`src/rtl/core/c8core_pkg.sv`:
```
// shared types and constants for the chip-8 instruction core
// no dependencies; used by the alu, the instruction core and the checker
`default_nettype none
package c8core_pkg;

   localparam int MEM_BYTES_DEF     = 4096;
   localparam int STACK_DEPTH_DEF   = 16;
   localparam int SCREEN_WIDTH_DEF  = 64;
   localparam int SCREEN_HEIGHT_DEF = 32;

   localparam logic [11:0] PC_RESET  = 12'h200;
   localparam logic [15:0] FONT_BASE = 16'h0050;

   localparam logic [1:0] EV_NONE    = 2'd0;
   localparam logic [1:0] EV_CLEAR   = 2'd1;
   localparam logic [1:0] EV_DRAW    = 2'd2;
   localparam logic [1:0] EV_INVALID = 2'd3;

   localparam logic [15:0] INS_CLS = 16'h00E0;
   localparam logic [15:0] INS_RET = 16'h00EE;
   localparam logic [7:0]  NN_SKP  = 8'h9E;
   localparam logic [7:0]  NN_SKNP = 8'hA1;
   localparam logic [7:0]  NN_GDT  = 8'h07;
   localparam logic [7:0]  NN_KEY  = 8'h0A;
   localparam logic [7:0]  NN_SDT  = 8'h15;
   localparam logic [7:0]  NN_SST  = 8'h18;
   localparam logic [7:0]  NN_ADDI = 8'h1E;
   localparam logic [7:0]  NN_FONT = 8'h29;
   localparam logic [7:0]  NN_BCD  = 8'h33;
   localparam logic [7:0]  NN_STR  = 8'h55;
   localparam logic [7:0]  NN_LDR  = 8'h65;

   localparam logic [3:0] OP_SYS  = 4'h0;
   localparam logic [3:0] OP_JP   = 4'h1;
   localparam logic [3:0] OP_CALL = 4'h2;
   localparam logic [3:0] OP_SE   = 4'h3;
   localparam logic [3:0] OP_SNE  = 4'h4;
   localparam logic [3:0] OP_SER  = 4'h5;
   localparam logic [3:0] OP_LD   = 4'h6;
   localparam logic [3:0] OP_ADD  = 4'h7;
   localparam logic [3:0] OP_ALU  = 4'h8;
   localparam logic [3:0] OP_SNER = 4'h9;
   localparam logic [3:0] OP_LDI  = 4'hA;
   localparam logic [3:0] OP_JPV  = 4'hB;
   localparam logic [3:0] OP_RND  = 4'hC;
   localparam logic [3:0] OP_DRW  = 4'hD;
   localparam logic [3:0] OP_KEY  = 4'hE;

   localparam logic [3:0] N_MOV = 4'h0;
   localparam logic [3:0] N_OR  = 4'h1;
   localparam logic [3:0] N_AND = 4'h2;
   localparam logic [3:0] N_XOR = 4'h3;
   localparam logic [3:0] N_ADD = 4'h4;
   localparam logic [3:0] N_SUB = 4'h5;
   localparam logic [3:0] N_SHR = 4'h6;
   localparam logic [3:0] N_SBN = 4'h7;
   localparam logic [3:0] N_SHL = 4'hE;

   typedef enum logic [2:0] {
      ALU_ADD, ALU_SUB, ALU_OR, ALU_AND, ALU_XOR, ALU_SHR, ALU_SHL
   } alu_op_type;

   typedef struct packed {
      alu_op_type  op;
      logic [15:0] a;
      logic [15:0] b;
   } alu_req_type;

   typedef struct packed {
      logic [15:0] res;
      logic        flag;
      logic        zero;
   } alu_rsp_type;

endpackage
`default_nettype wire

```
`src/rtl/core/c8core_alu.sv`:
```
// shared arithmetic, logic and compare unit of the core
// depends on c8core_pkg
`default_nettype none
module c8core_alu
   import c8core_pkg::*;
(
   input  wire alu_req_type req,
   output alu_rsp_type      rsp
);

   logic [16:0] sum;
   logic [16:0] diff;

   always_comb begin
      sum  = {1'b0, req.a} + {1'b0, req.b};
      diff = {1'b0, req.a} - {1'b0, req.b};
      rsp.res  = 16'd0;
      rsp.flag = 1'b0;
      case (req.op)
         ALU_ADD: begin
            rsp.res  = sum[15:0];
            rsp.flag = sum[8];
         end
         ALU_SUB: begin
            rsp.res  = diff[15:0];
            rsp.flag = ~diff[16];
         end
         ALU_OR:  rsp.res = req.a | req.b;
         ALU_AND: rsp.res = req.a & req.b;
         ALU_XOR: rsp.res = req.a ^ req.b;
         ALU_SHR: begin
            rsp.res  = {9'd0, req.a[7:1]};
            rsp.flag = req.a[0];
         end
         ALU_SHL: begin
            rsp.res  = {8'd0, req.a[6:0], 1'b0};
            rsp.flag = req.a[7];
         end
         default: rsp.res = 16'd0;
      endcase
      rsp.zero = (diff[15:0] == 16'd0);
   end

endmodule
`default_nettype wire

```
`config.mk`:
```
export PLATFORM = sky130hd
export DESIGN_NAME = c8core_alu
export DESIGN_NICKNAME = d
export VERILOG_FILES = /design/src/rtl/core/c8core_pkg.sv /design/src/rtl/core/c8core_alu.sv
export SDC_FILE = /design/constraint.sdc
export NUM_CORES = 1
export LEC_CHECK = 0
export BUFFER_PORTS_ARGS = -buffer_cell sky130_fd_sc_hd__buf_2
export CAP_MARGIN = 40
export CORE_UTILIZATION = 35
export DETAILED_ROUTE_END_ITERATION = 10
export PLACE_DENSITY = 0.63
export SYNTH_ARGS = -nofsm -noshare
export SYNTH_HDL_FRONTEND = slang
export SYNTH_SLANG_ARGS = --single-unit
```
`constraint.sdc`:
```
create_clock -name vclk -period 11.09
set_input_delay 3.327 -clock vclk [all_inputs]
set_output_delay 3.327 -clock vclk [all_outputs]
set_load 0.02 [all_outputs]
```
==> metrics.md <==
| Metric | Value |
|---|---|
| Met2 wire length | `4370 um` |
| Crit path launch type | `input port` |
| Metal-1 WL | `4510 um` |
| Drt first pass iters | `6` |
| Cell Area, Placed | `3250 um2` |
| Crit path time final | `9.58 ns` |
| Lkg Pwr | `1.54 nW` |
| Ant. Diodes | `0` |
| Core box area | `8220 um2` |
| Leading cell types in the layout, fill and taps excluded | `buf_2 (53), inv_1 (48), ha_1 (48)` |
| Worst vdd ir | `0.0149 mV` |
| Crit path largest cell delay | `0.52 ns` |
| Initial Util | `36.1%` |
| Cts hold-fix bufs | `0` |
| Placed cell count | `577` |
| Final instance area | `3250 um2` |
| Switching Share | `62.6%` |
| Hold path depth | `4` |
| Period utilization | `86.4%` |
| Fin nets | `559` |
| Slew @ Worst Pin | `0.782 ns` |
| Global placer's final weighted congestion | `0.906` |
| Post-CTS sizing | `0` |
| HPWL Detailed | `7570 um` |
| Largest cells by area after synthesis | `ha_1 (20%), inv_1 (6.1%), o21ai_0 (5.4%)` |
| Post CTS Setup Buffer Count | `0` |
| Hold Slack | `7.17 ns` |
| Fmax | `104 MHz` |
| Final Util | `39.6%` |
| Leading area contributor after synthesis | `ha_1` |
| CP max FO | `3` |
| All-layer global routing usage | `21.6%` |
| Status | `complete, no violations` |
| Final Max Slew Viols | `0` |
| Most common cell after layout, fill and taps aside | `buf_2` |
| Sw Pwr | `0.114 mW` |
| Internal power | `0.0683 mW` |
| Fin. Hold Viols | `0` |
| Yosys top cell area share | `20.2%` |
| CP arrival | `6.25 ns` |
| Post-Syn Area | `2970 um2` |
| Number of fill cells | `893` |
| Die Y-Extent | `94.1 um` |
| Pin count of the biggest net entering global routing | `36` |
| Post-route worst setup slack | `1.51 ns` |
| Gate power share | `100.0%` |
| CP cell instances | `buf_2 -> inv_1 -> ha_1 -> inv_1 -> fa_1 -> xnor2_1 -> a2111oi_0 -> and3_1 -> o2111a_1 -> nand4_1 -> or4_4 -> nor4_2 -> buf_2` |
| GRT overflow | `0` |
| Hold path endpoint | `rsp[4]` |
| DR top layer | `met4` |
| Final setup TNS | `0 ns` |
| RSZ-0062 raised after global routing | `false` |
| First DRT Iteration DRCs | `323` |
| Routed WL | `9700 um` |
| Routed via count | `3488` |
| Worst EP required | `7.76 ns` |
| Residual DRC | `0` |
| Total power | `0.183 mW` |
| Pre-CTS setup slack | `1.50 ns` |
| Max-cap viol count | `0` |
| Die W | `94.1 um` |
| Register area | `0 um2` |
| Post-synth cell types | `70` |
| Yosys warns | `0` |
| Number of port buffers | `53` |
| ANT nets after route | `0` |
| Vias in the first global route | `3208` |
| Met3 WL | `600 um` |
| Share of cells above drive strength 1 | `15.7%` |
| Crit path max-delay family | `simple AND/OR/NAND/NOR gates` |
| Crit. path cell count | `13` |
| Finished Layout Cells | `577` |
| Critical path buffers and inverters | `4` |
| Avg Inst Size Synth | `6.67 um2` |
| HP Class | `in2out` |
| Vias per cell | `6.05` |
| HP Start | `req[19]` |
| Initial antenna violation count | `0` |
| Power share of the clock group | `0%` |
| Seq Cell Count | `0` |
| Die ar. | `8850 um2` |
| Gate Count Post-Synth | `445` |
| Seq pwr share | `0%` |
| Layout clock buffer count | `0` |
| PwrDens | `56.1 nW/um2` |
| Critical path endpoint category | `primary output` |
| Synth-to-Final Area Change | `9.70%` |
| Normalized max-slew margin | `47.7%` |
| First-pass GRT wire length | `15400 um` |
| WL/cell | `16.8 um` |
| Sequential fraction of the synthesis area | `0%` |
| Worst Setup Path Type | `in2out` |
| Row cnt | `33` |
| # setup viols final | `0` |
| CP max stage cell | `or4_4` |
| Io pins | `53` |
| Synthesized net count | `530` |
cell families (layout without fill, tap and decap cells):
group,count (synthesis),count (layout),share of synthesized area (%)
buffers and inverters,75,102,10.0
multiplexers,12,12,4.60
adder cells (fa/ha/maj),50,50,21.6
AND/OR/NAND/NOR,152,152,27.1
XOR/XNOR,11,11,3.25
AO/OA/AOI/OAI,145,145,33.5
power groups by stage:
| stage | registers, mW | clock network [mW] | logic [mW] |
|---|---|---|---|
| final | 0 | 0 | 0.183 |
| after global routing | 0 | 0 | 0.199 |
| after CTS | 0 | 0 | 0.180 |
| after detailed placement | 0 | 0 | 0.179 |
| after global placement | 0 | 0 | 0.178 |
| after floorplan | 0 | 0 | 0.131 |
layout make-up:
class | count | area, um2 | share of cell area [%]
Inverter | 48 | 180 | 5.54
Tap cell | 105 | 131 | 4.04
Multi-Input combinational cell | 370 | 2670 | 82.0
Timing Repair Buffer | 54 | 273 | 8.38
per-layer routing:
| layer | vias to the layer above | global-route usage [%] |
|---|---|---|
| met5 | - | 0 |
| met4 | 0 | 4.74 |
| met3 | 22 | 1.13 |
| met2 | 166 | 35.8 |
| met1 | 1635 | 30.4 |
| li1 | 1665 | - |
Yosys cell counts (6+ instances only):
cell type   n
inv_1      48
clkbuf_1   17
a221oi_1    9
o21ai_0    32
buf_2       6
a211oi_1    6
nand2b_1   12
nand3_1     9
nor2b_1    10
o22ai_1     7
nor3_1     12
xnor2_1     9
nor2_1     39
nand2_1    31
o221ai_1    6
mux2i_1     8
ha_1       48
or3_1       7
a21oi_1    27
worst max-delay path by stage:
stage	start	end	slack [ns]
finish	req[16]	rsp[0]	1.51
global placement	req[16]	rsp[0]	1.56
floorplan	req[16]	rsp[0]	1.86
CTS	req[16]	rsp[0]	1.51
global route	req[16]	rsp[0]	1.30
detailed placement	req[16]	rsp[0]	1.50
(Power assumes the default switching activity.)
