**src/rtl/core/c8core_ram.sv**
```systemverilog
// generic single-write, single-read memory with registered read data
// no dependencies; used for program memory and the return stack
`default_nettype none
module c8core_ram #(
   parameter int DEPTH = 16,
   parameter int WIDTH = 8,
   parameter int ADDR_W = (DEPTH > 1) ? $clog2(DEPTH) : 1
) (
   input  wire logic              clock,
   input  wire logic              wr_en,
   input  wire logic [ADDR_W-1:0] wr_addr,
   input  wire logic [WIDTH-1:0]  wr_data,
   input  wire logic [ADDR_W-1:0] rd_addr,
   output logic      [WIDTH-1:0]  rd_data
);

   logic [WIDTH-1:0] mem_ff [DEPTH];
   logic [WIDTH-1:0] rd_data_ff;

   always_ff @(posedge clock) begin
      if (wr_en) begin
         mem_ff[wr_addr] <= wr_data;
      end
      rd_data_ff <= mem_ff[rd_addr];
   end

   assign rd_data = rd_data_ff;

endmodule
`default_nettype wire

```
**config.mk**
```make
export PLATFORM = sky130hd
export DESIGN_NAME = c8core_ram
export DESIGN_NICKNAME = d
export VERILOG_FILES = /design/src/rtl/core/c8core_ram.sv
export SDC_FILE = /design/constraint.sdc
export NUM_CORES = 1
export LEC_CHECK = 0
export ABC_AREA = 0
export BUFFER_PORTS_ARGS = -buffer_cell sky130_fd_sc_hd__buf_2
export CORE_AREA = 3 3 126 128
export CTS_CLUSTER_DIAMETER = 120
export DETAILED_ROUTE_END_ITERATION = 12
export DIE_AREA = 0 0 129 131
export PLACE_DENSITY = 0.55
export SLEW_MARGIN = 0
export SYNTH_ARGS = -nofsm -noshare
export SYNTH_HDL_FRONTEND = slang
export SYNTH_SLANG_ARGS = --single-unit
```
**constraint.sdc**
```tcl
create_clock -name clock -period 2.14 [get_ports clock]
set_input_delay 0 -clock clock [delete_from_list [all_inputs] [get_ports clock]]
set_output_delay 0 -clock clock [all_outputs]
set_load 0.01 [all_outputs]
```
==> qor.txt, run 1 <==
I/O pin total: 26
pwr dens: 959 nW/um^2
input/output buffers: 25
sequential fraction of the synthesis area: 77.8%
Worst Clk Skew: 0.00556 ns
Setup CP Type: reg2reg
Tcrit/Tclk final: 61.5%
share of post-route cells with drive strength above 1: 29.1%
Worst slew margin: 47.0%
R2R Path Start: mem_ff[11][4]
largest family of logic cells by synthesized area: multiplexers
antenna cells: 0
crit end category: register
Hold Path Class: in2reg
clock root cell: clkbuf_16
commonest non-fill, non-tap cell in the layout: edfxtp_1
area grow syn2layout: 20.7%
CP max stage cell: mux4_1
Core Area: 15000 sq um
R2R setup slack: 0.82 ns
Crit path arrival time: 1.60 ns
Clk Latency, worst-skew pair: 0.41 ns
Final ANT Viol Nets: 0
Fin. Hold Viols: 0
H-tree depth: 4
Post-synth EDFFs: 128
mux cell area share after synthesis: 15.0%
Synth Area in XOR/XNOR: 0%
syn_area_per_cell: 22.5 sq um
clock power share: 44.9%
Net Sw Frac: 18.9%
Die H: 131 um
1st-iter DRT viols: 123
Setup crit start: mem_ff[11][4]
Pre-antenna DRT Iters: 4
post-synthesis simple-gate area fraction: 3.18%
Non-Filler Instances: 490
Synth Instances: 229
fin nets: 307
count of final setup violators: 0
Synth Cell Area: 5150 sq um
gr ovfl total: 0
ys flop type: edfxtp_1
GRT Overall Usage: 13.0%
fin worst setup slack: 0.825 ns
Fmax achieved: 0.760 GHz
Max VDD drop: 0.671 mV
Residual DRC: 0
Worst EP required: 2.42 ns
Comb pwr share: 4.8%
DR WL/cell: 20.3 um
Die Wd: 129 um
Least-Margin Pin Slew: 0.793 ns
largest net degree at the start of global routing: 33
Int Pwr: 4.83 mW
Post-Route WL: 9970 um
fin crit period: 1.32 ns
number of global-route vias before repair: 2555
synthesized flop and latch total: 136
Setup TNS: 0 ns
CTS tree: yes
LEAKAGE: 2.11 nW
crit start category: register
status: finished clean
CP max FO: 1
Design Area, Final: 6210 sq um
clk buf depth: 2
YS warnings: 0
Psw: 1.12 mW
clk slew on worst S/H paths: 0.05 ns
initial antenna violation count: 0
Cell variety after synth: 19
Flop pwr share: 50.4%
Reg2Reg Depth: 3
compound-cell area share of the yosys netlist: 2.33%
utilization after layout: 41.5%
# placed instances: 450
most frequent cells in the layout: edfxtp_1 (128), buf_2 (25), mux4_2 (18), clkbuf_16 (17), buf_4 (17)
pre-CTS WS: 0.596 ns
max-slew violation count: 0
MaxCap Viol Count: 0
syn nets: 247
Rows: 45
Tot Pwr: 5.96 mW
setup bufs post-CTS: 0
async set or reset register ratio after synthesis: 0%
r2r endpoint: rd_data[4]
Sink Count: 136
Post-DP Area: 5570 sq um
final hold slack: 0.0851 ns
slowest cell delay on critical path: 0.48 ns
die area: 16900 sq um
routability cong.: 0.720
unrepaired setup endpoints after global routing: false
critical path, cell by cell: mux4_1 -> a22oi_1 -> nand2_1
Critical Path Sink: rd_data[4]
Initial Util: 34.4%
post-DP HPWL: 6400 um
Vias/cell: 4.89
vias: 2397
adder-cell share of the synthesized area: 0%
CTS Buf Count: 17
global-route wire length before repair: 15400 um
-- power by group through the flow --
stage               combinational, mW  sequential [mW]  clock, mW
finish                          0.283             3.00       2.67
global route                    0.310             3.00       2.87
CTS                             0.292             3.00       2.74
global placement                0.273             3.05          0
floorplan                       0.151             3.05          0
detailed placement              0.280             3.05          0
-- metal layers --
metal  vias up  GRT usage [%]  part of all wire [%]
li1       1092              -                     -
met1      1243           17.0                    46
met2        52           20.0                    48
met3        10           5.16                   5.3
met4         0           4.08                   1.1
met5         -              0                     0
-- worst min-delay path by stage --
stage | from | end | slack, ns | cells after the start
after floorplan | wr_data[0] | mem_ff[0][0] | 0.1 | 0
after global placement | wr_data[0] | mem_ff[14][0] | 0.39 | 1
after detailed placement | wr_data[7] | mem_ff[9][7] | 0.40 | 1
after CTS | wr_addr[2] | mem_ff[2][4] | 0.06 | 3
after global routing | wr_addr[2] | mem_ff[2][4] | 0.08 | 3
final | wr_addr[2] | mem_ff[2][4] | 0.09 | 3
-- critical path: cells and delay by family (launching register included) --
kind | cells | cell delay [ns]
multiplexers | 1 | 0.48
flip-flops | 1 | 0.37
AO/OA/AOI/OAI | 1 | 0.25
AND/OR/NAND/NOR | 1 | 0.09
-- final cells by class --
type / instances / area (sq um)
fill: 1324 / 8760
sequential: 136 / 4000
multi-input combinational: 83 / 1060
clock buffer: 31 / 558
timing repair buffer: 51 / 353
tap: 188 / 235
clock inverter: 1 / 5.00
-- kinds of logic (layout without fill, tap and decap cells) --
logic type,after synthesis,in the layout
AOI/OAI and AO/OA,16,16
muxes,32,32
and+or+nand+nor,35,35
DFF,136,136
buffers and inverters,10,83
-- what timing repair did --
item | in CTS | in global routing
hold buffers | 8 | 0
gates resized for setup | 0 | 0
hold endpoints to repair | 128 | 0
-- flip-flops by register name (all words and copies together) (netlist names) --
signal / count
rd_data: 8
mem_ff: 128
-- synthesized netlist by cell type, types with 3 or more instances --
master           number  share of area [%]
edfxtp_1            128                 75
mux4_2               18                7.9
a22oi_1              16                2.3
mux4_1               14                7.1
nor2_1               13               0.95
nand2_1               9               0.66
dfxtp_1               8                3.1
nor3_1                4               0.39
buf_2                 3               0.29
buf_6                 3               0.66
clkdlybuf4s25_2       3               0.58
Note: power is estimated with default switching activity, not from simulation.
==> run 2: changes to the inputs <==
ABC_AREA = 1   (was 0)
CORE_AREA = 3 3 133 135   (was 3 3 126 128)
DIE_AREA = 0 0 136 138   (was 0 0 129 131)
PLACE_DENSITY = 0.56   (was 0.55)
clock period = 1.1 ns   (was 2.14 ns; I/O delays follow)
==> run 2 against run 1 <==
  * Critical path depth increased by 3
  * Combinational power increased to 2.7 times the previous value
  * First-iteration DRC count increased to 3.1 times the previous value
  * Clock power increased by 130%
  * Count of clock-buffer cells in the layout decreased by 12
==> qor.txt, run 2 <==
Worst Clk Skew: 0.00399 ns
Tot Pwr: 12.8 mW
async set or reset register ratio after synthesis: 0%
leading area contributor after synthesis: edfxtp_1
sequential fraction of the synthesis area: 69.4%
synthesized flop and latch total: 136
Residual DRC: 0
Die H: 138 um
Initial Util: 34.8%
fin nets: 615
count of final setup violators: 0
Largest Register: mem_ff
Synth top area share: 66.7%
top sig layer: met4
Tcrit/Tclk final: 93.3%
I/O pin total: 26
CP max FO: 1
ys flop type: edfxtp_1
Rows: 47
clock root cell: clkbuf_16
crit start category: register
syn nets: 569
Sink Count: 136
input/output buffers: 25
Crit path arrival time: 1.33 ns
Setup TNS: 0 ns
CTS tree: yes
fin crit period: 1.03 ns
Setup CP Type: reg2reg
met2 WL: 5920 um
setup bufs post-CTS: 0
antenna cells: 0
YS warnings: 0
Max VDD drop: 1.06 mV
global-route wire length before repair: 20500 um
Hold Path Sink: mem_ff[0][1]
Post-synth EDFFs: 128
top cells by count, synth: nand2_1 (173), edfxtp_1 (128), inv_1 (100), nand3_1 (97), nor2_1 (17)
initial antenna violation count: 0
Worst EP required: 1.40 ns
Post-Route WL: 12800 um
Synth Instances: 551
number of global-route vias before repair: 3695
unrepaired setup endpoints after global routing: false
clk buf depth: 2
max reg flops: 128
Fmax achieved: 0.974 GHz
Reg2Reg Depth: 6
largest net degree at the start of global routing: 65
status: finished clean
post-DP HPWL: 8060 um
area grow syn2layout: 20.0%
Die Wd: 136 um
MaxCap Viol Count: 0
Least-Margin Pin Slew: 0.397 ns
Worst slew margin: 73.6%
crit end category: register
most frequent cells in the layout: nand2_1 (173), edfxtp_1 (128), inv_1 (100), nand3_1 (94), buf_2 (25)
Core Area: 16600 sq um
die area: 18800 sq um
syn_area_per_cell: 10.5 sq um
CTS Buf Count: 17
gr ovfl total: 0
pwr dens: 1860 nW/um^2
vias: 3767
R2R Path Start: mem_ff[1][4]
top-count cell post-synth: nand2_1
top cells by area, synth: edfxtp_1 (67%), nand2_1 (11%), nand3_1 (8.4%), inv_1 (6.5%), dfxtp_1 (2.8%)
utilization after layout: 41.7%
Synth Cell Area: 5770 sq um
Clk Latency, worst-skew pair: 0.41 ns
max-slew violation count: 0
commonest non-fill, non-tap cell in the layout: nand2_1
M1 WL: 5900 um
H-tree depth: 4
Cell variety after synth: 12
1st-iter DRT viols: 376
Fin. Hold Viols: 0
Worst Min Path Start: wr_data[1]
r2r endpoint: rd_data[4]
Worst Hold Depth: 1
GRT Overall Usage: 14.5%
Final ANT Viol Nets: 0
Hold Path Class: in2reg
share of post-route cells with drive strength above 1: 13.8%
DR WL/cell: 15.4 um
LEAKAGE: 2.99 nW
Routed met3 length: 657 um
clk slew on worst S/H paths: 0.06 ns
Pre-antenna DRT Iters: 5
routability cong.: 0.812
Vias/cell: 4.54
R2R setup slack: 0.07 ns
## run 2: where the power goes
group	switching [mW]	internal, mW	total [mW]
logic	0.515	0.235	0.751
clock network	2.02	4.24	6.26
registers	0.0389	5.79	5.83
total	2.57	10.3	12.8
## run 2: kinds of logic (layout without fill, tap and decap cells)
logic type    after synthesis  after routing  synth area share, %
buf+inv                   126            184                 9.52
flops                     136            136                 69.4
simple gates              289            289                 21.0
## run 2: worst max-delay path by stage
stage | slack (ns) | to | startpoint
floorplan | 0.15 | mem_ff[10][0] | wr_addr[2]
global placement | 0.02 | rd_data[2] | rd_addr[0]
detailed placement | -0.004 | rd_data[6] | rd_addr[0]
CTS | 0.04 | rd_data[6] | mem_ff[9][6]
global route | 0.005 | rd_data[4] | mem_ff[11][4]
finish | 0.07 | rd_data[4] | mem_ff[1][4]
## run 2: timing repair
action / in CTS / in global routing
hold buffers: 1 / 0
hold endpoints to repair: 5 / 0
gates resized for setup: 0 / 3
setup endpoints to repair: 0 / 3
## run 2: layout make-up
cell class,count,area [sq um]
fillers,1596,9660
flip-flops and latches,136,4000
multi-input cells,289,1230
clock buffers,19,433
inverters,102,383
repair buffers,51,373
well taps,220,275
clock inverters,12,224
## run 2: stage by stage
stage / setup slack [ns] / hold WS, ns / cell area (sq um) / cells
after global placement: 0.0214 / 0.404 / 6240 / 797
after CTS: 0.0443 / 0.0123 / 6910 / 829
after detailed placement: -0.00431 / 0.404 / 6240 / 797
after floorplan: 0.149 / 0.0989 / 5770 / 551
after global routing: 0.00526 / 0.0105 / 6920 / 829
final: 0.0732 / 0.0108 / 6920 / 829
## run 2: layer usage
| layer | GRT usage (%) | vias up |
|---|---|---|
| li1 | - | 1863 |
| met1 | 19.7 | 1770 |
| met2 | 22.2 | 110 |
| met3 | 3.67 | 24 |
| met4 | 6.05 | 0 |
| met5 | 0 | - |
## run 2: critical path, cell delays in order, from the launching register on
cell	delay, ns
edfxtp_1	0.35
inv_1	0.06
nand2_1	0.04
nand3_1	0.09
nand3_1	0.16
nand3_1	0.13
nand2_1	0.08
